<file path="src/rtl/ethc_pkg.sv">
// Shared types, constants and helpers for the temperature/humidity compensation block.
// No dependencies; every other file imports this package.
package ethc_pkg;

	localparam int RAW_T_W  = 20;
	localparam int RAW_H_W  = 16;
	localparam int TEMP_W   = 24;
	localparam int FINE_W   = 32;
	localparam int HUM_W    = 17;
	localparam int CFG_DW   = 24;
	localparam int CFG_IW   = 8;
	localparam int NSTAGE   = 8;

	// arithmetic constants of the compensation scheme
	localparam logic signed [31:0] FINE_OFS   = 32'sd76800;
	localparam logic signed [31:0] HUM_MAX    = 32'sd419430400;
	localparam logic signed [31:0] P_RND      = 32'sd16384;
	localparam logic signed [31:0] Q_OFS      = 32'sd2097152;
	localparam logic signed [31:0] Q_RND      = 32'sd8192;
	localparam logic signed [31:0] H3_OFS     = 32'sd32768;
	localparam logic signed [31:0] T_RND      = 32'sd128;
	localparam logic signed [TEMP_W-1:0] TEMP_POS_SAT = 24'sh7FFFFF;
	localparam logic signed [TEMP_W-1:0] TEMP_NEG_SAT = 24'sh800000;

	typedef enum logic [CFG_IW-1:0] {
		REG_TEMP_CAL_1  = 8'd0,
		REG_TEMP_CAL_2  = 8'd1,
		REG_TEMP_CAL_3  = 8'd2,
		REG_HUM_CAL_1   = 8'd3,
		REG_HUM_CAL_2   = 8'd4,
		REG_HUM_CAL_3   = 8'd5,
		REG_HUM_CAL_4_5 = 8'd6,
		REG_HUM_CAL_6   = 8'd7
	} cfg_reg_t;

	typedef struct packed {
		logic [15:0] t1;
		logic [15:0] t2;
		logic [15:0] t3;
		logic [7:0]  h1;
		logic [15:0] h2;
		logic [7:0]  h3;
		logic [23:0] h45;
		logic [7:0]  h6;
	} cal_t;

	typedef struct packed {
		logic [NSTAGE-1:0] ld;
		logic [NSTAGE-1:0] vld;
	} pctl_t;

	function automatic logic signed [31:0] sx16(input logic [15:0] v);
		return {{16{v[15]}}, v};
	endfunction

	function automatic logic signed [31:0] sx12(input logic [11:0] v);
		return {{20{v[11]}}, v};
	endfunction

	function automatic logic signed [31:0] sx8(input logic [7:0] v);
		return {{24{v[7]}}, v};
	endfunction

	function automatic logic signed [31:0] zx8(input logic [7:0] v);
		return {24'd0, v};
	endfunction

endpackage

</file>
<file path="src/rtl/ethc_temp.sv">
// Stages 1-3: fine temperature, centi-degree temperature and first humidity products.
// Depends on ethc_pkg.
module ethc_temp (
	input  logic                               clk,
	input  ethc_pkg::pctl_t                    ctl,
	input  ethc_pkg::cal_t                     cal,
	input  logic [ethc_pkg::RAW_T_W-1:0]       raw_temperature,
	input  logic [ethc_pkg::RAW_H_W-1:0]       raw_humidity,
	output logic signed [ethc_pkg::TEMP_W-1:0] tc_s3,
	output logic signed [31:0]                 fine_s3,
	output logic signed [31:0]                 hx5_s3,
	output logic signed [31:0]                 m6_s3,
	output logic signed [31:0]                 m3_s3,
	output logic [ethc_pkg::RAW_H_W-1:0]       adc_h_s3
);
	import ethc_pkg::*;

	logic signed [31:0] d1, prod_a, b0, bsq;
	logic signed [31:0] pa_s1, bsq_s1;
	logic [RAW_H_W-1:0] adc_h_s1, adc_h_s2;
	logic signed [31:0] prod_b, fine;
	logic signed [31:0] fine_s2;
	logic signed [31:0] t5, t, x, hx5, x6, x3;
	logic signed [TEMP_W-1:0] tc;

	// stage 1: two independent squares/products of the raw reading
	always_comb begin
		d1     = {15'd0, raw_temperature[19:3]} - {15'd0, cal.t1, 1'b0};
		prod_a = d1 * sx16(cal.t2);
		b0     = {16'd0, raw_temperature[19:4]} - {16'd0, cal.t1};
		bsq    = b0 * b0;
	end

	always_ff @(posedge clk) begin
		if (ctl.ld[0]) begin
			pa_s1    <= prod_a >>> 11;
			bsq_s1   <= bsq >>> 12;
			adc_h_s1 <= raw_humidity;
		end
	end

	// stage 2: fine temperature
	always_comb begin
		prod_b = bsq_s1 * sx16(cal.t3);
		fine   = pa_s1 + (prod_b >>> 14);
	end

	always_ff @(posedge clk) begin
		if (ctl.ld[1]) begin
			fine_s2  <= fine;
			adc_h_s2 <= adc_h_s1;
		end
	end

	// stage 3: centi-degree output and the fine-term humidity products
	always_comb begin
		t5 = (fine_s2 <<< 2) + fine_s2 + T_RND;
		t  = t5 >>> 8;
		if (t[31:23] == {9{t[23]}}) begin
			tc = t[23:0];
		end else if (t[31]) begin
			tc = TEMP_NEG_SAT;
		end else begin
			tc = TEMP_POS_SAT;
		end
		x   = fine_s2 - FINE_OFS;
		hx5 = sx12(cal.h45[23:12]) * x;
		x6  = x * sx8(cal.h6);
		x3  = x * zx8(cal.h3);
	end

	always_ff @(posedge clk) begin
		if (ctl.ld[2]) begin
			tc_s3    <= tc;
			fine_s3  <= fine_s2;
			hx5_s3   <= hx5;
			m6_s3    <= x6 >>> 10;
			m3_s3    <= (x3 >>> 11) + H3_OFS;
			adc_h_s3 <= adc_h_s2;
		end
	end
endmodule

</file>
<file path="config.mk">
export PLATFORM = sky130hd
export DESIGN_NAME = ethc_temp
export DESIGN_NICKNAME = d
export VERILOG_FILES = /design/src/rtl/ethc_pkg.sv /design/src/rtl/ethc_temp.sv
export SDC_FILE = /design/constraint.sdc
export NUM_CORES = 2
export LEC_CHECK = 0
export ABC_AREA = 1
export BUFFER_PORTS_ARGS = -buffer_cell sky130_fd_sc_hd__buf_2
export CORE_ASPECT_RATIO = 2
export CORE_MARGIN = 3
export CORE_UTILIZATION = 65
export DETAILED_ROUTE_END_ITERATION = 16
export GPL_TIMING_DRIVEN = 0
export PLACE_DENSITY = 0.84
export SYNTH_ARGS = -nofsm -noshare
export SYNTH_HDL_FRONTEND = slang
export SYNTH_SLANG_ARGS = --single-unit
</file>
<file path="constraint.sdc">
create_clock -name clk -period 11.5 [get_ports clk]
set_clock_uncertainty 0.2 [all_clocks]
set_input_delay 1.15 -clock clk [delete_from_list [all_inputs] [get_ports clk]]
set_output_delay 1.15 -clock clk [all_outputs]
set_load 0.01 [all_outputs]
</file>
==> flow_metrics.env <==
export IMPL_grt_pass1_wl_um=326000
export IMPL_yosysSeqAreaShare_pct=10.9
export IMPL_yosys_most_used_dff="edfxtp_1"
export IMPL_gr_usage_all_layers_pct=43.1
export IMPL_crit_arrival_ps=10170
export IMPL_crit_required_ps=11610
export IMPL_drv_cap=0
export IMPL_worst_path_stages=34
export IMPL_fin_setup_tns_ps=0
export IMPL_ctsHtreeMaxLevel=1
export IMPL_synth_top_area_cell="fa_1"
export IMPL_ys_warn_count=0
export IMPL_synth_edff_count=233
export IMPL_synth_async_reset_ratio_pct=0
export IMPL_fin_crit_ps=10070
export IMPL_yosysMostFrequentCell="inv_1"
export IMPL_die_area_mm2=0.103
export IMPL_drive_gt1_share_pct=5.39
export IMPL_status="finished, final reports clean"
export IMPL_critPathLaunchType="primary input"
export IMPL_root_buffer="clkbuf_16"
export IMPL_endpoint_kind="flip-flop"
export IMPL_grt_pass1_vias=57816
export IMPL_finalWorstSetupSlack_ps=1430
export IMPL_worstMarginPinSlew_ps=1470
export IMPL_synth_area_per_cell_um2=8.44
export IMPL_finish_utilization_pct=69.4
export IMPL_placed_cells=9158
export IMPL_vias=52251
export IMPL_initial_core_util_pct=65.6
export IMPL_path_common_cell="nand2_1"
export IMPL_finalSetupViolations=0
export IMPL_startpoint="cal[96]"
export IMPL_die_h_um=450
export IMPL_cpPeakStageDelay_ps=740
export IMPL_rows=162
export IMPL_grt_max_degree=96
export IMPL_critPathTopFamily="adder cells"
export IMPL_fmax_mhz=99.3
export IMPL_fin_crit_sh_pct=87.5
export IMPL_reg2reg_from="fine_s2[10]"
export IMPL_path_clk_slew_ps=60
export IMPL_numCtsBuffers=24
export IMPL_netlist_instances=7589
export IMPL_drt_initial_drc_count=3307
export IMPL_ys_top_cells_by_count="inv_1 (2,127), nand2_1 (1,493), fa_1 (1,367), nor2_1 (614), ha_1 (518)"
export IMPL_portBuffers=256
export IMPL_die_width_um=228
export IMPL_clock_latency_ps=630
export IMPL_route_detailed_drc=0
export IMPL_antenna_found_initial=13
export IMPL_core_area_mm2=0.0977
export IMPL_path_max_fanout=10
export IMPL_cts_tree="yes"
export IMPL_reg2reg_to="hx5_s3[31]"
export IMPL_post_cts_buffers=0
export IMPL_cts_resized=0
export IMPL_area_growth_pct=5.87
export IMPL_drt_pass1_iter_count=6
export IMPL_nNetsFinal=9923
export IMPL_wirelength_um=216000
export IMPL_endpoint="bsq_s1[14]"
export IMPL_ff2ff_path_depth=27
export IMPL_slew_headroom_pct=1.88
export IMPL_critical_path_slowest_cell="o21ai_0"
export IMPL_place_gp_congestion=1.03
export IMPL_synth_top_area_share_pct=42.7
export IMPL_syn_nets=9639
export IMPL_dp_hpwl_um=184000
export IMPL_drv_slew=0
export IMPL_synth_area_mm2=0.0641
export IMPL_path_class="primary input to flip-flop"
export IMPL_cts_hold_buf=0
export IMPL_dp_slack_ps=1020
export IMPL_avgViaCountPerCell=5.67
export IMPL_wl_per_cell_um=23.5
export IMPL_rrSetupSlack_ps=2040
export IMPL_synth_seq_cells=233
export IMPL_clkSinkCount=233
export IMPL_rsz0062_at_grt="false"
export IMPL_synth_cell_type_count=52
export IMPL_synth_top_cells_by_area="fa_1 (43%), inv_1 (12%), edfxtp_1 (11%)"
export IMPL_boundaryPins=333
export IMPL_worstHoldPathType="flip-flop to flip-flop"
export IMPL_fin_cells=9214
export IMPL_hold_violations=0
export IMPL_cts_buffer_depth=3
export IMPL_crit_buf_inv=6
export IMPL_grt_overflow=0
export IMPL_ant_nets=0
[kinds of logic (layout without fill, tap and decap cells)]
kind of cell	after synthesis	in the layout	synth area share, %
XOR/XNOR	232	232	3.21
buffers and inverters	2442	2743	14.6
AND/OR/NAND/NOR	2360	2360	14.6
adder cells (fa/ha/maj)	1885	1885	52.8
AO/OA/AOI/OAI	437	437	3.81
other	0	12	0
flip-flops	233	233	10.9
[per-stage QoR]
stage	hold WS, ps	cell area (um^2)
after floorplan	200	64100
after global placement	200	67000
after detailed placement	205	67000
after CTS	216	67800
after global routing	222	67800
final	217	67800
[state kept, by name, indices dropped and copies added, names as in the netlist, 20 cells and up]
| signal | flops |
|---|---|
| m6_s3 | 22 |
| pa_s1 | 21 |
| fine_s3 | 22 |
| fine_s2 | 22 |
| bsq_s1 | 20 |
| hx5_s3 | 32 |
| m3_s3 | 22 |
| tc_s3 | 24 |
[worst min-delay path by stage]
stage / to / cells past startpoint / slack, ps / from
after global routing: adc_h_s2[5] / 0 / 220 / adc_h_s1[5]
final: adc_h_s2[5] / 0 / 220 / adc_h_s1[5]
after global placement: adc_h_s2[8] / 0 / 200 / adc_h_s1[8]
after detailed placement: adc_h_s2[12] / 0 / 200 / adc_h_s1[12]
after CTS: adc_h_s3[14] / 0 / 220 / adc_h_s2[14]
after floorplan: adc_h_s2[0] / 0 / 200 / adc_h_s1[0]
[per-layer routing]
metal	GRT usage [%]	wire (um)	vias up
li1	-	-	22513
met1	37.8	59300	25717
met2	76.9	110000	2713
met3	8.24	14900	1302
met4	47.9	31800	6
met5	0	34	-
[cells in the final DEF, fill, tap and decap left out, types with 9 or more instances in the layout]
master	n
inv_1	2127
nand2_1	1493
fa_1	1367
nor2_1	614
ha_1	518
buf_2	276
edfxtp_1	233
a21oi_1	228
clkbuf_1	212
xor2_1	150
nand3_1	119
o21ai_0	95
xnor2_1	79
buf_4	36
a21o_1	27
nand4_1	27
nor3_1	26
clkbuf_16	25
buf_1	22
or2_2	20
o21bai_1	14
a31oi_1	14
clkinv_1	13
o21ai_1	13
diode_2	12
nand2_2	12
nor4_1	12
nand3b_1	11
o211ai_1	10
inv_2	9
[area by class of cell]
cell class / count / area [um^2]
repair buffers: 258 / 1330
clock buffers: 26 / 629
fillers: 8121 / 29900
flip-flops and latches: 233 / 7000
multi-input cells: 4914 / 47700
diodes: 12 / 30.0
inverters: 2148 / 8070
plain buffers: 294 / 1290
clock inverters: 17 / 128
well taps: 1312 / 1640
Power is left out: the tool's default activity adds up to more than one toggle a clock period on the data nets, which glitch-free logic cannot reach.
