$ cat config.mk
export PLATFORM = sky130hd
export DESIGN_NAME = ethc_cfg
export DESIGN_NICKNAME = d
export VERILOG_FILES = /design/src/rtl/ethc_pkg.sv /design/src/rtl/ethc_cfg.sv
export SDC_FILE = /design/constraint.sdc
export NUM_CORES = 1
export LEC_CHECK = 0
export ABC_CLOCK_PERIOD_IN_PS = 950
export CAP_MARGIN = 20
export CORE_ASPECT_RATIO = 1.1
export CORE_MARGIN = 2
export CORE_UTILIZATION = 30
export CTS_CLUSTER_SIZE = 24
export DETAILED_ROUTE_END_ITERATION = 6
export DONT_BUFFER_PORTS = 1
export HOLD_SLACK_MARGIN = 0.05
export MAX_ROUTING_LAYER = met4
export PLACE_DENSITY = 0.49
export SLEW_MARGIN = 30
export SYNTH_ARGS = -nofsm -noshare
export SYNTH_HDL_FRONTEND = slang
export SYNTH_SLANG_ARGS = --single-unit
export TNS_END_PERCENT = 5
$ cat constraint.sdc
create_clock -name clk -period 0.95 [get_ports clk]
set_input_delay 0.1425 -clock clk [delete_from_list [all_inputs] [get_ports clk]]
set_output_delay 0.1425 -clock clk [all_outputs]
set_load 0.02 [all_outputs]
$ cat src/rtl/ethc_pkg.sv
// Shared types, constants and helpers for the temperature/humidity compensation block.
// No dependencies; every other file imports this package.
package ethc_pkg;

	localparam int RAW_T_W  = 20;
	localparam int RAW_H_W  = 16;
	localparam int TEMP_W   = 24;
	localparam int FINE_W   = 32;
	localparam int HUM_W    = 17;
	localparam int CFG_DW   = 24;
	localparam int CFG_IW   = 8;
	localparam int NSTAGE   = 8;

	// arithmetic constants of the compensation scheme
	localparam logic signed [31:0] FINE_OFS   = 32'sd76800;
	localparam logic signed [31:0] HUM_MAX    = 32'sd419430400;
	localparam logic signed [31:0] P_RND      = 32'sd16384;
	localparam logic signed [31:0] Q_OFS      = 32'sd2097152;
	localparam logic signed [31:0] Q_RND      = 32'sd8192;
	localparam logic signed [31:0] H3_OFS     = 32'sd32768;
	localparam logic signed [31:0] T_RND      = 32'sd128;
	localparam logic signed [TEMP_W-1:0] TEMP_POS_SAT = 24'sh7FFFFF;
	localparam logic signed [TEMP_W-1:0] TEMP_NEG_SAT = 24'sh800000;

	typedef enum logic [CFG_IW-1:0] {
		REG_TEMP_CAL_1  = 8'd0,
		REG_TEMP_CAL_2  = 8'd1,
		REG_TEMP_CAL_3  = 8'd2,
		REG_HUM_CAL_1   = 8'd3,
		REG_HUM_CAL_2   = 8'd4,
		REG_HUM_CAL_3   = 8'd5,
		REG_HUM_CAL_4_5 = 8'd6,
		REG_HUM_CAL_6   = 8'd7
	} cfg_reg_t;

	typedef struct packed {
		logic [15:0] t1;
		logic [15:0] t2;
		logic [15:0] t3;
		logic [7:0]  h1;
		logic [15:0] h2;
		logic [7:0]  h3;
		logic [23:0] h45;
		logic [7:0]  h6;
	} cal_t;

	typedef struct packed {
		logic [NSTAGE-1:0] ld;
		logic [NSTAGE-1:0] vld;
	} pctl_t;

	function automatic logic signed [31:0] sx16(input logic [15:0] v);
		return {{16{v[15]}}, v};
	endfunction

	function automatic logic signed [31:0] sx12(input logic [11:0] v);
		return {{20{v[11]}}, v};
	endfunction

	function automatic logic signed [31:0] sx8(input logic [7:0] v);
		return {{24{v[7]}}, v};
	endfunction

	function automatic logic signed [31:0] zx8(input logic [7:0] v);
		return {24'd0, v};
	endfunction

endpackage

$ cat src/rtl/ethc_cfg.sv
// Calibration register file, write-only, all registers reset to zero.
// Depends on ethc_pkg.
module ethc_cfg (
	input  logic                       clk,
	input  logic                       arst_n,
	input  logic                       cfg_we,
	input  logic [ethc_pkg::CFG_IW-1:0] cfg_index,
	input  logic [ethc_pkg::CFG_DW-1:0] cfg_wdata,
	output ethc_pkg::cal_t             cal
);
	import ethc_pkg::*;

	cal_t cal_q;

	always_ff @(posedge clk or negedge arst_n) begin
		if (!arst_n) begin
			cal_q <= '0;
		end else if (cfg_we) begin
			case (cfg_index)
				REG_TEMP_CAL_1: begin
					cal_q.t1 <= cfg_wdata[15:0];
				end
				REG_TEMP_CAL_2: begin
					cal_q.t2 <= cfg_wdata[15:0];
				end
				REG_TEMP_CAL_3: begin
					cal_q.t3 <= cfg_wdata[15:0];
				end
				REG_HUM_CAL_1: begin
					cal_q.h1 <= cfg_wdata[7:0];
				end
				REG_HUM_CAL_2: begin
					cal_q.h2 <= cfg_wdata[15:0];
				end
				REG_HUM_CAL_3: begin
					cal_q.h3 <= cfg_wdata[7:0];
				end
				REG_HUM_CAL_4_5: begin
					cal_q.h45 <= cfg_wdata[23:0];
				end
				REG_HUM_CAL_6: begin
					cal_q.h6 <= cfg_wdata[7:0];
				end
				default: begin
				end
			endcase
		end
	end

	assign cal = cal_q;
endmodule

==> summary by stage <==
Run status
The flow ran to the end, but the final reports show violations. The checks that failed: hold timing, setup timing.

Finish
The fraction of layout instances using a drive strength above 1 is between 60% and 70%. Summing all non-filler instances in the final layout gives an area of roughly 6500 µm². From synthesis to final layout, the design area changed by 52.09%. The final layout contains about 440 nets. The number of antenna diodes in the final layout is 0. The number of flip-flops under the largest register name is 112.

Worst setup path
The kind of launch point of the worst setup path is a register. The category of the worst setup path capture point is a primary output. The buffers plus inverters on the worst setup path is 1. The largest single stage delay on the critical path is approximately 0.41 ns. The maximum net fanout on the critical path is 2. The required time reported for the critical path endpoint is 0.81 ns.

The signal arrival time at the worst endpoint is 0.90 ns. The setup path with the least slack is of type register to primary output. The kind of cell adding the most delay to the critical path is flip-flops. The cell with the biggest individual delay on the critical path is sky130_fd_sc_hd__dfrtp_1. Walking the worst path, the cells encountered are buf_6.

Synth
Yosys mapped the design onto 12 distinct sky130hd cell types. Sequential elements use 65.84% of the synthesized area. Of all flip-flops after synthesis, the portion carrying an async set or reset was 100.0%. Counting flops with a built-in enable in the synthesized netlist gives 0. The synthesis-stage register bit count is approximately 110. Ranked by instance count, the synthesized netlist is headed by sky130_fd_sc_hd__dfrtp_1, sky130_fd_sc_hd__mux2_2, sky130_fd_sc_hd__buf_2. The largest total area in the synthesized netlist belongs to sky130_fd_sc_hd__dfrtp_1. Counting every instance in the synthesized netlist gives 247. The count of yosys warnings during synthesis is 0. The number of nets in the synthesized netlist is 282. Ranked by total cell area, the synthesized netlist is headed by sky130_fd_sc_hd__dfrtp_1, sky130_fd_sc_hd__mux2_2, sky130_fd_sc_hd__nand4_2. The combined area of all synthesized cells is about 4300 µm². In this run the biggest area consumer among cell types represents about 66% of the synthesized area. The top flip-flop cell by instance count after synthesis is sky130_fd_sc_hd__dfrtp_1. The post-synthesis area per instance is around 17 µm².

STA
The worst setup skew after layout is 0 ns. Setup repair after global routing could not meet its margin everywhere. The minimum clock period is 1.038 ns. The final count of hold timing violations is approximately 110. Measured against its own limit, the worst slew margin works out to approximately 75%. The setup TNS after final layout is -8.375 ns. Timing would allow up to 963.7 MHz. The number of pins with negative max-slew slack in the final report is 0.

Setup violations remaining at the end of the flow were counted as between 150 and 200. The worst hold margin is -0.5141 ns. The transition time at the pin with the least slew margin is about 0.38 ns.

The setup slack of the critical path after layout is -0.08771 ns. The final critical-path share of the clock period is 109.2%.

Drt
The via count of the routed design is around 2,700. The top routing layer in use is met4. The detailed route wirelength on metal3 is 537 µm. After detailed routing, the total wire length is between 10,000 and 15,000 µm. The mean routed wirelength per cell is ~17 µm. The number of antenna-violating nets in the routed design is 0. The first routing iteration left 45 violations.

The wire length on met2 is a little under 5000 µm. After detailed routing, the number of remaining DRC violations is 0. The via density per instance is approximately 4.5. The first TritonRoute pass finished after 4 iterations. The met1 layer wirelength in the final routing is 4657 µm.

Global routing
Entering global routing, the biggest net connects roughly 110 pins. The number of global-route vias before repair is 2,900. The total overflow left after global routing is 0. Global routing used 14.52% of the available tracks. The global-route wire length before repair is around 16,000 µm. The initial antenna violation count is 0.

Power
The clock network accounts for a little over a third of the total power. Across the VDD grid, the largest voltage drop is roughly 0.7 mV. For this design the total switching power over the nets is around 0.0024 W. Of the total power, the share spent switching nets is roughly 24%. The share of total power in combinational logic is 12.2%.

Cell internal power was estimated by the tool at approximately 0.0076 W. The cell area power density is 1554 nW/µm². Summed over all cells, the static leakage comes to about 3.3 nW. The sequential cell fraction of total power is roughly half.

Floorplanning
The total die area is 15,160 µm². The height of the die is between 100 and 150 µm. The width of the die is ~120 µm. The top-level port count is 147.

The initial utilization of the core area, before any placement, comes to 30.73%. The site row count is 45. The area inside the core boundary is around 14,000 µm².

CTS
The insertion delay to the later sink of the worst-skew pair is 0.35 ns. The longest clock path from root to sink contains 2 buffers. After clock tree synthesis, the flow added hold-fix buffers numbering 24. The number of H-tree levels is 3. After clock tree synthesis, the clock-pin slew on the worst setup and hold paths is ~0.080 ns. Counting every sink on the clock net gives 112.

The number of clock buffers inserted by TritonCTS is 9. TritonCTS built the clock tree. The root buffer cell is sky130_fd_sc_hd__clkbuf_16.

Placement
The post-placement cell area is between 5000 and 6000 µm². The placer's final routability congestion estimate is 0.7045. The count of input and output buffers is 0. Detailed placement ended at an HPWL of roughly 6900 µm.

Worst hold path
The path class of the lowest-slack min-delay path is primary input to asynchronous set/reset pin.

Run
The tool flagged a number of max-cap violations equal to 0.
[final timing paths]
path                              startpoint       to  cells after the start  slack [ns]
worst max-delay path                  cal[2]   cal[2]                      1       -0.09
worst min-delay path                  arst_n  cal[97]                      0       -0.51
worst max register to register        cal[4]   cal[4]                      2        0.06
worst min register to register       cal[44]  cal[44]                      1        0.53
max in group asynchronous             arst_n  cal[63]                      0        1.23
min in group clk                cfg_index[0]  cal[60]                      2        0.08
[what timing repair did]
action / 4_1_cts / 5_1_grt
setup buffers: 1 / 0
resized for setup: 119 / 3
pin swaps: 2 / 1
endpoints found under the setup margin: 190 / 211
hold endpoints to repair: 224 / 112
[cell families after synthesis]
logic type	Yosys count	synth area share, %
simple gates	15	3.586
buf+inv	8	0.9407
flops	112	65.84
mux	112	29.63
[area by class of cell]
class                   count  area (µm²)
clock buffers              11       252.7
clock inverters             5       40.04
fillers                  1286        7377
multi-input cells         127        1456
flip-flops and latches    112        2803
well taps                 188       235.2
repair buffers            150        1687
[routing by layer]
| metal | GRT usage, % | vias up |
|---|---|---|
| met2 | 22.26 | 97 |
| li1 | - | 1192 |
| met1 | 18.69 | 1353 |
| met3 | 3.191 | 11 |
| met4 | 6.237 | 0 |
| met5 | - | - |
[layout by cell type, fill, tap and decap left out]
cell	n
sky130_fd_sc_hd__and2_1	1
sky130_fd_sc_hd__buf_12	5
sky130_fd_sc_hd__buf_4	5
sky130_fd_sc_hd__buf_6	116
sky130_fd_sc_hd__clkbuf_16	9
sky130_fd_sc_hd__clkbuf_8	2
sky130_fd_sc_hd__clkinv_2	1
sky130_fd_sc_hd__clkinv_4	3
sky130_fd_sc_hd__dfrtp_1	112
sky130_fd_sc_hd__dlygate4sd3_1	23
sky130_fd_sc_hd__dlymetal6s4s_1	1
sky130_fd_sc_hd__inv_6	1
sky130_fd_sc_hd__mux2_2	112
sky130_fd_sc_hd__nand3_2	3
sky130_fd_sc_hd__nand3_4	1
sky130_fd_sc_hd__nand4_4	4
sky130_fd_sc_hd__nor2_1	1
sky130_fd_sc_hd__nor2b_1	3
sky130_fd_sc_hd__nor3b_2	1
sky130_fd_sc_hd__nor4_4	1
[stage by stage]
stage               instances  total power (W)  utilization (%)  hold WS, ns  setup WS [ns]
floorplan                 247         0.005709                -      -0.1531        -0.6083
global placement          552         0.006132            39.37      -0.1501        -0.4830
detailed placement        552         0.006150            39.37      -0.1501        -0.4760
CTS                       593          0.01022            46.63      -0.5362        -0.1101
global route              593          0.01049            46.74      -0.5403        -0.1266
finish                    593          0.01006            46.74      -0.5141       -0.08771
[power by group through the flow]
stage | Clock, W | Combinational, W | Sequential [W]
after floorplan | 0 | 0.000234 | 0.00547
after global placement | 0 | 0.000935 | 0.00520
after detailed placement | 0 | 0.000945 | 0.00520
after CTS | 0.00383 | 0.00124 | 0.00515
after global routing | 0.00401 | 0.00129 | 0.00518
final | 0.00368 | 0.00123 | 0.00515
[worst reg2reg max path: cells and delay by family, from the launching register on]
kind     cells  cell delay [ns]
buf+inv      1             0.13
flops        1             0.39
mux          1             0.25
Note: power is estimated with default switching activity, not from simulation.
