[src/rtl/ethc_pkg.sv]
// Shared types, constants and helpers for the temperature/humidity compensation block.
// No dependencies; every other file imports this package.
package ethc_pkg;

	localparam int RAW_T_W  = 20;
	localparam int RAW_H_W  = 16;
	localparam int TEMP_W   = 24;
	localparam int FINE_W   = 32;
	localparam int HUM_W    = 17;
	localparam int CFG_DW   = 24;
	localparam int CFG_IW   = 8;
	localparam int NSTAGE   = 8;

	// arithmetic constants of the compensation scheme
	localparam logic signed [31:0] FINE_OFS   = 32'sd76800;
	localparam logic signed [31:0] HUM_MAX    = 32'sd419430400;
	localparam logic signed [31:0] P_RND      = 32'sd16384;
	localparam logic signed [31:0] Q_OFS      = 32'sd2097152;
	localparam logic signed [31:0] Q_RND      = 32'sd8192;
	localparam logic signed [31:0] H3_OFS     = 32'sd32768;
	localparam logic signed [31:0] T_RND      = 32'sd128;
	localparam logic signed [TEMP_W-1:0] TEMP_POS_SAT = 24'sh7FFFFF;
	localparam logic signed [TEMP_W-1:0] TEMP_NEG_SAT = 24'sh800000;

	typedef enum logic [CFG_IW-1:0] {
		REG_TEMP_CAL_1  = 8'd0,
		REG_TEMP_CAL_2  = 8'd1,
		REG_TEMP_CAL_3  = 8'd2,
		REG_HUM_CAL_1   = 8'd3,
		REG_HUM_CAL_2   = 8'd4,
		REG_HUM_CAL_3   = 8'd5,
		REG_HUM_CAL_4_5 = 8'd6,
		REG_HUM_CAL_6   = 8'd7
	} cfg_reg_t;

	typedef struct packed {
		logic [15:0] t1;
		logic [15:0] t2;
		logic [15:0] t3;
		logic [7:0]  h1;
		logic [15:0] h2;
		logic [7:0]  h3;
		logic [23:0] h45;
		logic [7:0]  h6;
	} cal_t;

	typedef struct packed {
		logic [NSTAGE-1:0] ld;
		logic [NSTAGE-1:0] vld;
	} pctl_t;

	function automatic logic signed [31:0] sx16(input logic [15:0] v);
		return {{16{v[15]}}, v};
	endfunction

	function automatic logic signed [31:0] sx12(input logic [11:0] v);
		return {{20{v[11]}}, v};
	endfunction

	function automatic logic signed [31:0] sx8(input logic [7:0] v);
		return {{24{v[7]}}, v};
	endfunction

	function automatic logic signed [31:0] zx8(input logic [7:0] v);
		return {24'd0, v};
	endfunction

endpackage

[src/rtl/ethc_hum.sv]
// Stages 4-8: humidity compensation, clamp, and the output register.
// Depends on ethc_pkg; fed by ethc_temp.
module ethc_hum (
	input  logic                               clk,
	input  ethc_pkg::pctl_t                    ctl,
	input  ethc_pkg::cal_t                     cal,
	input  logic signed [ethc_pkg::TEMP_W-1:0] tc_s3,
	input  logic signed [31:0]                 fine_s3,
	input  logic signed [31:0]                 hx5_s3,
	input  logic signed [31:0]                 m6_s3,
	input  logic signed [31:0]                 m3_s3,
	input  logic [ethc_pkg::RAW_H_W-1:0]       adc_h_s3,
	output logic signed [ethc_pkg::TEMP_W-1:0] tc_s8,
	output logic signed [31:0]                 fine_s8,
	output logic [ethc_pkg::HUM_W-1:0]         hum_s8
);
	import ethc_pkg::*;

	logic signed [31:0] p_sum, q1;
	logic signed [31:0] p_s4, q1_s4, p_s5, q_s5, x_s6, x_s7, sq_s7;
	logic signed [31:0] q2, y, ysq, z, x2, hc;
	logic signed [TEMP_W-1:0] tc_s4, tc_s5, tc_s6, tc_s7;
	logic signed [31:0] fine_s4, fine_s5, fine_s6, fine_s7;

	// stage 4: offset term and the h6/h3 product
	always_comb begin
		p_sum = {2'd0, adc_h_s3, 14'd0} - (sx12(cal.h45[11:0]) <<< 20) - hx5_s3 + P_RND;
		q1    = m6_s3 * m3_s3;
	end

	always_ff @(posedge clk) begin
		if (ctl.ld[3]) begin
			p_s4    <= p_sum >>> 15;
			q1_s4   <= q1;
			tc_s4   <= tc_s3;
			fine_s4 <= fine_s3;
		end
	end

	// stage 5: scale by h2
	always_comb begin
		q2 = ((q1_s4 >>> 10) + Q_OFS) * sx16(cal.h2) + Q_RND;
	end

	always_ff @(posedge clk) begin
		if (ctl.ld[4]) begin
			p_s5    <= p_s4;
			q_s5    <= q2 >>> 14;
			tc_s5   <= tc_s4;
			fine_s5 <= fine_s4;
		end
	end

	// stage 6: raw humidity product
	always_ff @(posedge clk) begin
		if (ctl.ld[5]) begin
			x_s6    <= p_s5 * q_s5;
			tc_s6   <= tc_s5;
			fine_s6 <= fine_s5;
		end
	end

	// stage 7: square of the upper part
	always_comb begin
		y   = x_s6 >>> 15;
		ysq = y * y;
	end

	always_ff @(posedge clk) begin
		if (ctl.ld[6]) begin
			x_s7    <= x_s6;
			sq_s7   <= ysq >>> 7;
			tc_s7   <= tc_s6;
			fine_s7 <= fine_s6;
		end
	end

	// stage 8: h1 correction, clamp to 0..100 percent
	always_comb begin
		z  = (sq_s7 * zx8(cal.h1)) >>> 4;
		x2 = x_s7 - z;
		if (x2[31]) begin
			hc = '0;
		end else if (x2 > HUM_MAX) begin
			hc = HUM_MAX;
		end else begin
			hc = x2;
		end
	end

	always_ff @(posedge clk) begin
		if (ctl.ld[7]) begin
			hum_s8  <= hc[28:12];
			tc_s8   <= tc_s7;
			fine_s8 <= fine_s7;
		end
	end
endmodule

[config.mk]
export PLATFORM = sky130hd
export DESIGN_NAME = ethc_hum
export DESIGN_NICKNAME = d
export VERILOG_FILES = /design/src/rtl/ethc_pkg.sv /design/src/rtl/ethc_hum.sv
export SDC_FILE = /design/constraint.sdc
export NUM_CORES = 2
export LEC_CHECK = 0
export BUFFER_PORTS_ARGS = -buffer_cell sky130_fd_sc_hd__buf_2
export CAP_MARGIN = 5
export CORE_MARGIN = 5
export CORE_UTILIZATION = 50
export DETAILED_ROUTE_END_ITERATION = 16
export PLACE_DENSITY = 0.67
export SKIP_LAST_GASP = 1
export SLEW_MARGIN = 20
export SYNTH_ARGS = -nofsm -noshare
export SYNTH_HDL_FRONTEND = slang
export SYNTH_SLANG_ARGS = --single-unit
[constraint.sdc]
create_clock -name clk -period 23.6 [get_ports clk]
set_clock_uncertainty 0.15 [all_clocks]
set_input_delay 1.18 -clock clk [delete_from_list [all_inputs] [get_ports clk]]
set_output_delay 1.18 -clock clk [all_outputs]
set_load 0.005 [all_outputs]
==> flow_summary.rst <==
.. list-table::
   :header-rows: 1

   * - Metric
     - Value
   * - Critical path fanouts, max
     - 24
   * - Post-layout worst setup margin
     - 13.93 ns
   * - Final count of negative-setup-slack endpoints
     - 0
   * - Net count reported at finish
     - 9148
   * - Post-synthesis instance total
     - 6792
   * - Min-delay worst type
     - flip-flop to flip-flop
   * - Average cell area after synthesis
     - 10.2 um^2
   * - Routed met1 length
     - 60.4 mm
   * - Startpoint types
     - input port
   * - Most area-hungry cell type in the Yosys netlist
     - sky130_fd_sc_hd__fa_1
   * - ANT nets after route
     - 0
   * - Unrepaired setup endpoints after global routing
     - false
   * - Routed wire length on met3
     - 7.20 mm
   * - Met2 Wirelength
     - 82.8 mm
   * - Dominant cells by area after synthesis
     - sky130_fd_sc_hd__fa_1 40%, sky130_fd_sc_hd__edfxtp_1 20%, sky130_fd_sc_hd__ha_1 10%
   * - Worst-case headroom to the max-slew limit
     - 26.7%
   * - Max cap viols
     - 0
   * - Final Non-Filler Cells
     - 8749
   * - Commonest cells in the netlist
     - 1615 x sky130_fd_sc_hd__inv_1, 1380 x sky130_fd_sc_hd__fa_1, 911 x sky130_fd_sc_hd__nand2_1
   * - CTS tree
     - built
   * - PostCTS Resize Cnt
     - 0
   * - Final count of hold timing violations
     - 0
   * - Clock tree root driver cell
     - sky130_fd_sc_hd__clkbuf_16
   * - Initial core utilization
     - 50.5%
   * - Overflow after GRT
     - 0
   * - Via count
     - 45.6k
   * - Slew @ Worst Pin
     - 1.09 ns
   * - Capturing element type of the critical path
     - flip-flop
   * - Area share of the largest cell type after synthesis
     - 39.7%
   * - GR Util All Layers
     - 22.0%
   * - Die height
     - 383 um
   * - Number of DRC markers in iteration 0
     - 2443
   * - Status
     - completed
   * - CTS H-tree lvls
     - 2
   * - Number of buffers created by CTS
     - 48
   * - Number of pins with negative max-slew slack in the final report
     - 0
   * - Pin count of the biggest net entering global routing
     - 74
   * - Fraction of final layout cells with drive strength greater than 1
     - 6.06%
   * - Wire length of the first global-routing pass
     - 260 mm
   * - Reg clk slew, reported paths
     - 0.06 ns
   * - CP max stage delay
     - 0.58 ns
   * - Primary flip-flop cell chosen by synthesis mapping
     - sky130_fd_sc_hd__edfxtp_1
   * - Fill cell instance count of the final layout
     - 12.2k
   * - Crit path required time
     - 23.79 ns
   * - Total wire length
     - 156 mm
   * - Post-placement worst setup slack
     - 13.07 ns
   * - Initial antenna violation count
     - 7
   * - Setup TNS
     - 0 ns
   * - Hold-fix buffers, CTS
     - 0
   * - Post-CTS repair timing setup buffer count
     - 0
   * - Number of port buffers
     - 282
   * - DP Cell Count
     - 8658
   * - First-pass DRT Iterations
     - 7
   * - Number of remaining DRC errors
     - 0
   * - Flip-flop and latch count after synthesis
     - 460
   * - EDFF count, synth
     - 460
   * - DIE AREA
     - 0.147 mm^2
   * - Tcrit/Tclk final
     - 41.0%
   * - Post-synth ARST share
     - 0%
   * - Later-pin clock latency in the skew report
     - 0.63 ns
   * - Width of the die
     - 383 um
   * - Yosys warnings
     - 0
   * - Vias per std cell
     - 5.22
   * - Cell seen most often among critical-path stages
     - sky130_fd_sc_hd__fa_1
   * - DR WL/cell
     - 17.8 um
   * - Syn Nets
     - 9026
   * - Proportion of synthesized chip area in sequential cells
     - 19.9%
   * - Site Rows
     - 136
   * - Clock Tree Buf Depth
     - 3
   * - Cell with the largest stage delay on the worst path
     - sky130_fd_sc_hd__or2_1
   * - Half-perimeter wire length after detailed placement
     - 123 mm
   * - Number of library cell types mapped by synthesis
     - 78
   * - Final Critical Period
     - 9.67 ns
   * - Layout overhead on the synthesized area
     - 6.54%
   * - Highest metal layer with signal wires
     - met4
   * - Top-count cell post-synth
     - sky130_fd_sc_hd__inv_1
   * - Data arrival time of the worst path
     - 9.86 ns
   * - WS Path Type
     - input port to flip-flop
   * - Sinks on Clock Net
     - 460
   * - Syn Std Cell Area
     - 0.0696 mm^2
   * - Vias in the first global route
     - 50.8k
   * - Max Freq
     - 103 MHz
   * - Core Box Area
     - 0.138 mm^2
   * - Top-Level Pins
     - 370
   * - Weighted congestion reported at the end of routability-driven placement
     - 0.910
[cell usage in the layout (no fill, tap or decap), drive strengths merged, types with 22 or more instances in the layout]
master	netlist	layout
o21ai	73	73
o21a	26	26
xor2	62	62
inv	1615	1618
nor2b	24	24
nand2b	63	63
ha	557	557
a21oi	119	119
a21o	57	57
clkbuf	234	58
nor2	130	130
buf	8	314
and2	603	603
fa	1380	1380
nor3	29	29
nand2	911	911
edfxtp	460	460
xnor2	201	201
nand4	22	22
[layout make-up]
cell class | instances | area, um^2 | share of cell area (%)
clock inverters | 28 | 319 | 0.430
clock buffers | 58 | 1240 | 1.67
well taps | 1794 | 2240 | 3.03
inverters | 1615 | 6060 | 8.18
flip-flops and latches | 460 | 13800 | 18.6
multi-input cells | 4475 | 48800 | 65.8
diodes | 5 | 12.5 | 0.0169
repair buffers | 314 | 1660 | 2.24
[cell families (layout without fill, tap and decap cells)]
kind of cell / count (synthesis) / count (layout) / synth area share, %
fa+ha+maj: 1937 / 1937 / 49.7
simple gates: 1866 / 1866 / 13.1
buf+inv: 1857 / 2015 / 10.1
flops: 460 / 460 / 19.9
compound gates: 406 / 406 / 3.86
xor+xnor: 263 / 263 / 3.32
mux: 3 / 3 / 0.0467
other cells: 0 / 5 / 0
[registers in the layout, summed over array words and instances, names as in the netlist]
register / count
q_s5: 18
tc_s6: 24
x_s7: 32
q1_s4: 22
p_s5: 17
fine_s6: 32
tc_s8: 24
sq_s7: 25
fine_s8: 32
p_s4: 17
fine_s4: 32
tc_s4: 24
x_s6: 32
fine_s7: 32
tc_s5: 24
tc_s7: 24
fine_s5: 32
hum_s8: 17
[stage by stage]
step | hold slack, ns | utilization (%) | cell area (um^2)
global placement | 0.250 | 52.6 | 72600
global route | 0.254 | 53.8 | 74100
detailed placement | 0.255 | 52.6 | 72600
CTS | 0.250 | 53.8 | 74100
floorplan | 0.250 | - | 69600
finish | 0.249 | 53.8 | 74100
[path summary, 6_finish.rpt]
check	from	to	slack [ns]	cells after the start
setup / recovery	cal[56]	hum_s8[0]	13.93	31
hold / removal	fine_s4[17]	fine_s5[17]	0.25	0
setup reg to reg	sq_s7[4]	hum_s8[0]	14.35	31
hold reg to reg	fine_s4[17]	fine_s5[17]	0.25	0
[per-layer routing]
metal / global-route usage (%) / vias up
met3: 2.32 / 319
met1: 26.8 / 23517
met5: 0 / -
li1: - / 20631
met4: 7.09 / 0
met2: 40.9 / 1181
[worst max-delay path: cells and delay by family]
family / cells / cell delay (ns)
adders and majority gates: 6 / 2.87
xor gates and xnor gates: 1 / 0.40
and+or+nand+nor: 7 / 1.32
buffers and inverters: 4 / 0.56
AOI/OAI and AO/OA: 13 / 3.50
Power is left out: the tool's default activity adds up to more than one toggle a clock period on the data nets, which glitch-free logic cannot reach.
