File: config.mk
export PLATFORM = sky130hd
export DESIGN_NAME = ethc_pipe
export DESIGN_NICKNAME = d
export VERILOG_FILES = /design/src/rtl/ethc_pkg.sv /design/src/rtl/ethc_pipe.sv
export SDC_FILE = /design/constraint.sdc
export NUM_CORES = 1
export LEC_CHECK = 0
export BUFFER_PORTS_ARGS = -buffer_cell sky130_fd_sc_hd__buf_2
export CORE_AREA = 2 2 39 41
export CTS_BUF_LIST = sky130_fd_sc_hd__clkbuf_8
export DETAILED_ROUTE_END_ITERATION = 12
export DIE_AREA = 0 0 41 43
export RECOVER_POWER = 50
export SETUP_SLACK_MARGIN = 0.3
export SLEW_MARGIN = 20
export SYNTH_ARGS = -nofsm -noshare
export SYNTH_HDL_FRONTEND = slang
export SYNTH_SLANG_ARGS = --single-unit
File: constraint.sdc
create_clock -name clk -period 2.8 [get_ports clk]
set_clock_uncertainty 0.15 [all_clocks]
set_input_delay 0.7 -clock clk [delete_from_list [all_inputs] [get_ports clk]]
set_output_delay 0.7 -clock clk [all_outputs]
set_load 0.05 [all_outputs]
File: src/rtl/ethc_pkg.sv
// Shared types, constants and helpers for the temperature/humidity compensation block.
// No dependencies; every other file imports this package.
package ethc_pkg;

	localparam int RAW_T_W  = 20;
	localparam int RAW_H_W  = 16;
	localparam int TEMP_W   = 24;
	localparam int FINE_W   = 32;
	localparam int HUM_W    = 17;
	localparam int CFG_DW   = 24;
	localparam int CFG_IW   = 8;
	localparam int NSTAGE   = 8;

	// arithmetic constants of the compensation scheme
	localparam logic signed [31:0] FINE_OFS   = 32'sd76800;
	localparam logic signed [31:0] HUM_MAX    = 32'sd419430400;
	localparam logic signed [31:0] P_RND      = 32'sd16384;
	localparam logic signed [31:0] Q_OFS      = 32'sd2097152;
	localparam logic signed [31:0] Q_RND      = 32'sd8192;
	localparam logic signed [31:0] H3_OFS     = 32'sd32768;
	localparam logic signed [31:0] T_RND      = 32'sd128;
	localparam logic signed [TEMP_W-1:0] TEMP_POS_SAT = 24'sh7FFFFF;
	localparam logic signed [TEMP_W-1:0] TEMP_NEG_SAT = 24'sh800000;

	typedef enum logic [CFG_IW-1:0] {
		REG_TEMP_CAL_1  = 8'd0,
		REG_TEMP_CAL_2  = 8'd1,
		REG_TEMP_CAL_3  = 8'd2,
		REG_HUM_CAL_1   = 8'd3,
		REG_HUM_CAL_2   = 8'd4,
		REG_HUM_CAL_3   = 8'd5,
		REG_HUM_CAL_4_5 = 8'd6,
		REG_HUM_CAL_6   = 8'd7
	} cfg_reg_t;

	typedef struct packed {
		logic [15:0] t1;
		logic [15:0] t2;
		logic [15:0] t3;
		logic [7:0]  h1;
		logic [15:0] h2;
		logic [7:0]  h3;
		logic [23:0] h45;
		logic [7:0]  h6;
	} cal_t;

	typedef struct packed {
		logic [NSTAGE-1:0] ld;
		logic [NSTAGE-1:0] vld;
	} pctl_t;

	function automatic logic signed [31:0] sx16(input logic [15:0] v);
		return {{16{v[15]}}, v};
	endfunction

	function automatic logic signed [31:0] sx12(input logic [11:0] v);
		return {{20{v[11]}}, v};
	endfunction

	function automatic logic signed [31:0] sx8(input logic [7:0] v);
		return {{24{v[7]}}, v};
	endfunction

	function automatic logic signed [31:0] zx8(input logic [7:0] v);
		return {24'd0, v};
	endfunction

endpackage

File: src/rtl/ethc_pipe.sv
// Pipeline flow control: per-stage valid bits and load enables with bubble collapse.
// Depends on ethc_pkg.
module ethc_pipe (
	input  logic            clk,
	input  logic            arst_n,
	input  logic            in_valid,
	input  logic            out_ready,
	output ethc_pkg::pctl_t ctl
);
	import ethc_pkg::*;

	logic [NSTAGE-1:0] vld_q;
	logic [NSTAGE-1:0] ld;
	logic              run_q;

	// a stage loads when it is empty or its content moves on;
	// the first stage stays closed until run_q is set after reset
	always_comb begin
		ld[NSTAGE-1] = ~vld_q[NSTAGE-1] | out_ready;
		for (int k = NSTAGE - 2; k >= 1; k--) begin
			ld[k] = ~vld_q[k] | ld[k+1];
		end
		ld[0] = run_q & (~vld_q[0] | ld[1]);
	end

	always_ff @(posedge clk or negedge arst_n) begin
		if (!arst_n) begin
			run_q <= 1'b0;
		end else begin
			run_q <= 1'b1;
		end
	end

	always_ff @(posedge clk or negedge arst_n) begin
		if (!arst_n) begin
			vld_q <= '0;
		end else begin
			if (ld[0]) begin
				vld_q[0] <= in_valid;
			end
			for (int k = 1; k < NSTAGE; k++) begin
				if (ld[k]) begin
					vld_q[k] <= vld_q[k-1];
				end
			end
		end
	end

	assign ctl.ld  = ld;
	assign ctl.vld = vld_q;
endmodule

==> results of run 1 <==
-- registers in the layout, indices dropped and copies added, names as in the netlist --
register,flops
run_q,1
vld_q,8
-- logic make-up (layout without fill, tap and decap cells) --
family	Yosys count	in the layout	share of synthesized area [%]
simple gates	14	14	25.1
flops	9	9	62.7
compound gates	4	4	8.01
buf+inv	3	26	3.14
other cells	1	1	1.04
-- cell type report --
type / instances / area (µm²) / share of cell area [%]
sequential: 9 / 225 / 42.3
timing repair buffer: 19 / 95.1 / 17.8
inverter: 3 / 11.3 / 2.11
clock buffer: 3 / 41.3 / 7.75
multi-input combinational: 19 / 136 / 25.6
tap: 16 / 20.0 / 3.76
clock inverter: 1 / 3.75 / 0.704
-- layer usage --
layer  wire (µm)  global-route usage [%]  vias up
li1            -                       -      145
met1         294                    11.3      141
met2         319                    13.8       13
met3          61                    4.71        0
met4           0                    6.00        0
met5           0                       0        -
-- power breakdown --
| group | switching, mW | internal (mW) | total, mW |
|---|---|---|---|
| clock | 0.0452 | 0.0949 | 0.140 |
| combinational | 0.122 | 0.0338 | 0.156 |
| sequential | 0.0158 | 0.149 | 0.164 |
-- synthesized netlist by cell type --
| cell | number | area share [%] |
|---|---|---|
| dfrtp_1 | 9 | 63 |
| nand2b_1 | 5 | 8.7 |
| inv_1 | 2 | 2.1 |
| nand2_1 | 2 | 2.1 |
| or2_1 | 2 | 3.5 |
| a21boi_0 | 1 | 2.1 |
| a21o_1 | 1 | 2.1 |
| a22o_1 | 1 | 2.4 |
| and3_4 | 1 | 3.1 |
| and4b_1 | 1 | 2.8 |
| conb_1 | 1 | 1.0 |
| inv_2 | 1 | 1.0 |
| nand3b_1 | 1 | 2.1 |
| nand4_1 | 1 | 1.7 |
| nor2_1 | 1 | 1.0 |
| o21ai_1 | 1 | 1.4 |
-- how the worst min path moves through the flow --
stage                               startpoint                   end  slack (ns)  depth (start not counted)
after floorplan                         arst_n       run_q$_DFF_PN0_        0.25                          0
after global placement    vld_q[5]$_DFFE_PN0P_  vld_q[6]$_DFFE_PN0P_        0.31                          1
after detailed placement  vld_q[5]$_DFFE_PN0P_  vld_q[6]$_DFFE_PN0P_        0.33                          1
after CTS                               arst_n  vld_q[5]$_DFFE_PN0P_        0.17                          1
after global routing                    arst_n  vld_q[6]$_DFFE_PN0P_        0.30                          1
final                                   arst_n  vld_q[5]$_DFFE_PN0P_        0.25                          1
-- critical path: stages --
cell and delay, ns:
clkbuf_1 0.09, and4b_1 0.29, inv_1 0.11, nor2_4 0.16
inv_1 0.06, buf_2 0.20
-- timing repair --
action / CTS / global route
setup endpoints to repair: 2 / 2
pin swaps: 0 / 0
resized for setup: 2 / 3
-- through the flow --
step	worst slack [ns]	util [%]	std cells	hold slack, ns	power (mW)
4_1_cts	0.326	38.9	70	0.173	0.469
6_report	0.340	38.5	70	0.249	0.461
3_3_place_gp	0.195	35.1	66	0.314	0.323
2_1_floorplan	0.296	-	31	0.254	0.287
5_1_grt	0.257	38.5	70	0.297	0.490
3_5_place_dp	0.214	35.1	66	0.325	0.324
==> summary.md, run 1 <==
| Metric | Value |
|---|---|
| Status | completed |
| Initial antenna violation count | 0 |
| GPL Wtd Cong | 0.684 |
| Slew Viols, Final | 0 |
| CTS H-tree lvls | 1 |
| Vias in the first global route | 268 |
| Commonest non-fill, non-tap cell in the layout | buf_2 |
| ANT cells | 0 |
| Commonest non-fill, non-tap cells in the layout | buf_2 (16), dfrtp_1 (9), nand2b_1 (5), inv_1 (4), clkbuf_8 (3) |
| DP HPWL | 537 µm |
| CTS buffer count | 3 |
| Area of the core | 0.00138 mm² |
| Placed Instance Area | 485 µm² |
| Vias | 299 |
| Share of post-route cells with drive strength above 1 | 40.7% |
| Max_cap viols | 0 |
| Die area | 0.00176 mm² |
| Remaining DRCs | 0 |
| Synth Instances | 31 |
| Crit path kind | in -> out |
| Die H | 43 µm |
| Final WL | 675 µm |
| Flop2flop setup slack | 1.47 ns |
| Final hold viol count | 0 |
| Fillers | 149 |
| Hold-fix buffers, CTS | 0 |
| Global route overflow | 0 |
| Mapped cell area | 359 µm² |
| Clock root cell | clkbuf_8 |
| CTS Buffer Depth | 2 |
| First-pass GRT wire length | 1.09 mm |
| Design area | 533 µm² |
| Layout area overhead | 48.4% |
| Critical Path Source Type | input port |
| Worst setup endpoint | ctl[9] |
| Setup crit start | out_ready |
| CTS clk-pin slew, worst paths | 0.04 ns |
| Period utilisation layout | 87.8% |
| Sink Count | 9 |
| End of the worst register-to-register path | vld_q[0]$_DFFE_PN0P_ |
| Setup Buffers After CTS | 0 |
| CTS tree | yes |
| Clock Latency Late Sink | 0.22 ns |
| Power Density | 864 mW/mm² |
| NumNets Final | 59 |
| Global Route Usage Sum | 9.75% |
| Syn nets | 35 |
| PortBufs | 19 |
| Die X | 41 µm |
| I/O pins | 20 |
| FF-to-FF path depth | 4 |
| RSZ-0062 raised after global routing | false |
| Type of the worst min-delay path | in -> async |
| Critical Path RT | 1.95 ns |
| Synth warn | 0 |
| CP Max Fanout | 4 |
| Seq/Total Area, Yosys | 62.7% |
| FMAX | 0.407 GHz |
| Crit path DAT | 1.61 ns |
| DRT Pass-1 Iters | 3 |
| Starting Density | 25.9% |
| Remaining antenna violation count | 0 |
| Register bit total from synthesis | 9 |
| Setup TNS | 0 ns |
| WL/cell | 9.64 µm |
| Pin count of the biggest net entering global routing | 10 |
| Final Critical Period | 2.46 ns |
| CP endpoint kind | primary output |
| Final setup violation count | 0 |
| Average vias per placed instance | 4.27 |
| R2r startpoint | vld_q[6]$_DFFE_PN0P_ |
| Detailed Route Iter0 Violations | 9 |
| Row count | 14 |
| Post-synthesis average cell area | 11.6 µm² |
| Peak VDD IR | 0.266 mV |
| Synth cell types | 16 |
| Leakage power | 0.258 nW |
Power figures use the tool's default switching activity.
==> run 2, diff against run 1 <==
SLEW_MARGIN = default   (was 20)
clock period = 2.41 ns   (was 2.8 ns; I/O delays follow)
==> summary.md, run 2 (synthesis results as in run 1) <==
| Metric | Value |
|---|---|
| Crit path DAT | 1.46 ns (-0.15 ns) |
| Share of post-route cells with drive strength above 1 | 54.5% (+14 points) |
| Starting Density | 25.9% (unchanged) |
| DRT Pass-1 Iters | 2 (-1) |
| Clock Latency Late Sink | 0.23 ns (about the same) |
| Critical Path Source Type | input port |
| Die X | 41 µm (unchanged) |
| Critical Path RT | 1.66 ns (-0.29 ns) |
| FMAX | 0.451 GHz |
| CP endpoint kind | primary output |
| FF-to-FF path depth | 4 (unchanged) |
| WL/cell | 9.89 µm (+2.5%) |
| Crit path kind | in -> out |
| Row count | 14 (unchanged) |
| I/O pins | 20 (unchanged) |
| Leakage power | 0.275 nW (+6.5%) |
| Biggest regs | vld_q: 8 flops, run_q: 1 flops |
| Final Critical Period | 2.22 ns |
| First-pass GRT wire length | 1.14 mm (+4.4%) |
| PortBufs | 19 (unchanged) |
| NumNets Final | 60 (+1.7%) |
| Global Route Usage Sum | 10.2% (+0.41 points) |
| DP HPWL | 538 µm (+0.19%) |
| Detailed Route Iter0 Violations | 8 (-1) |
| CTS Buffer Depth | 2 (unchanged) |
| Max_cap viols | 0 (unchanged) |
| CTS buffer count | 3 (unchanged) |
| Period utilisation layout | 92.0% |
| Vias in the first global route | 299 (+12%) |
| Placed Instance Area | 502 µm² (+3.4%) |
| Remaining DRCs | 0 (unchanged) |
| Slew Viols, Final | 0 (unchanged) |
| Sink Count | 9 (unchanged) |
| RSZ-0062 raised after global routing | true |
| Commonest non-fill, non-tap cells in the layout | buf_2 (13), dfrtp_1 (6), nand2b_1 (5) |
| Remaining antenna violation count | 0 (unchanged) |
| Design area | 581 µm² (+8.9%) |
| Area of the core | 0.00138 mm² (unchanged) |
| CTS clk-pin slew, worst paths | 0.04 ns (about the same) |
| Power Density | 941 mW/mm² (+8.9%) |
| Pwr Total | 0.546 mW (+19%) |
| Setup TNS | 0 ns (unchanged) |
| Average vias per placed instance | 4.32 (+1.2%) |
| Type of the worst min-delay path | in -> async |
| Final WL | 702 µm (+4.0%) |
| Commonest non-fill, non-tap cell in the layout | buf_2 |
| Die area | 0.00176 mm² (unchanged) |
| Hold-fix buffers, CTS | 0 (unchanged) |
| Final setup violation count | 0 (unchanged) |
| Clock root cell | clkbuf_8 |
| ANT cells | 0 (unchanged) |
| Peak VDD IR | 0.460 mV (+73%) |
| Pin count of the biggest net entering global routing | 10 (unchanged) |
| Max FFs per register | 8 (unchanged) |
| Final hold viol count | 0 (unchanged) |
| CTS H-tree lvls | 1 (unchanged) |
| CTS tree | yes |
| Layout area overhead | 61.7% |
| Largest reg by FF count | vld_q |
| Initial antenna violation count | 0 (unchanged) |
| Die H | 43 µm (unchanged) |
| Vias | 307 (+2.7%) |
| GPL Wtd Cong | 0.640 (-6.3%) |
| Hold slack | 0.153 ns (-0.0961 ns) |
| Fillers | 146 (-2.0%) |
| CP Max Fanout | 3 (-1) |
| Status | completed |
| Global route overflow | 0 (unchanged) |
run 2: cell types whose count changed in the layout (fill, tap and decap cells not counted), sizes merged:
cell	delta
buf	+1
run 2: per-layer routing:
metal / up-vias / part of all wire (%) / track usage (%)
met5: - / 0 / 0
met1: 150 / 43 / 10.3
met3: 0 / 6.7 / 6.28
met4: 0 / 0 / 6.00
met2: 10 / 50 / 15.0
li1: 147 / - / -
run 2: worst max-delay path, cell delays in order:
cell and delay, ns:
clkbuf_1 0.08, and4b_1 0.34, and3_4 0.23, nand2_2 0.06, buf_8 0.15
run 2: repair_timing:
item / 4_1_cts / 5_1_grt
pin swaps: 1 / 0
setup buffers: 1 / 0
gates resized for setup: 11 / 0
setup endpoints to repair: 5 / 4
run 2: path summary, 6_finish.rpt:
kind,end,from,slack [ns]
max,ctl[10],out_ready,0.19
min,vld_q[4]$_DFFE_PN0P_,arst_n,0.15
max reg2reg,vld_q[3]$_DFFE_PN0P_,vld_q[6]$_DFFE_PN0P_,0.95
min reg2reg,vld_q[2]$_DFFE_PN0P_,vld_q[1]$_DFFE_PN0P_,0.32
max in group asynchronous,vld_q[5]$_DFFE_PN0P_,arst_n,1.60
min in group clk,vld_q[2]$_DFFE_PN0P_,vld_q[1]$_DFFE_PN0P_,0.32
run 2: power by group:
group          switching [mW]  internal [mW]  total [mW]
combinational           0.145         0.0437       0.188
clock                  0.0535          0.110       0.164
sequential             0.0193          0.175       0.194
total                   0.217          0.329       0.546
run 2: cell type report:
cell class | count | area, µm² | area share, %
clock buffers | 3 | 41.3 | 7.11
clock inverters | 1 | 3.75 | 0.647
inverters | 3 | 13.8 | 2.37
multi-input cells | 19 | 144 | 24.8
flip-flops and latches | 9 | 229 | 39.4
well taps | 16 | 20.0 | 3.45
repair buffers | 20 | 129 | 22.2
run 2: through the flow:
stage	std cells	util [%]	worst slack [ns]
finish	71	42.0	0.194
floorplan	31	-	0.257
global route	71	42.0	0.133
CTS	71	42.7	0.216
detailed placement	66	36.3	0.124
global placement	66	36.3	0.129
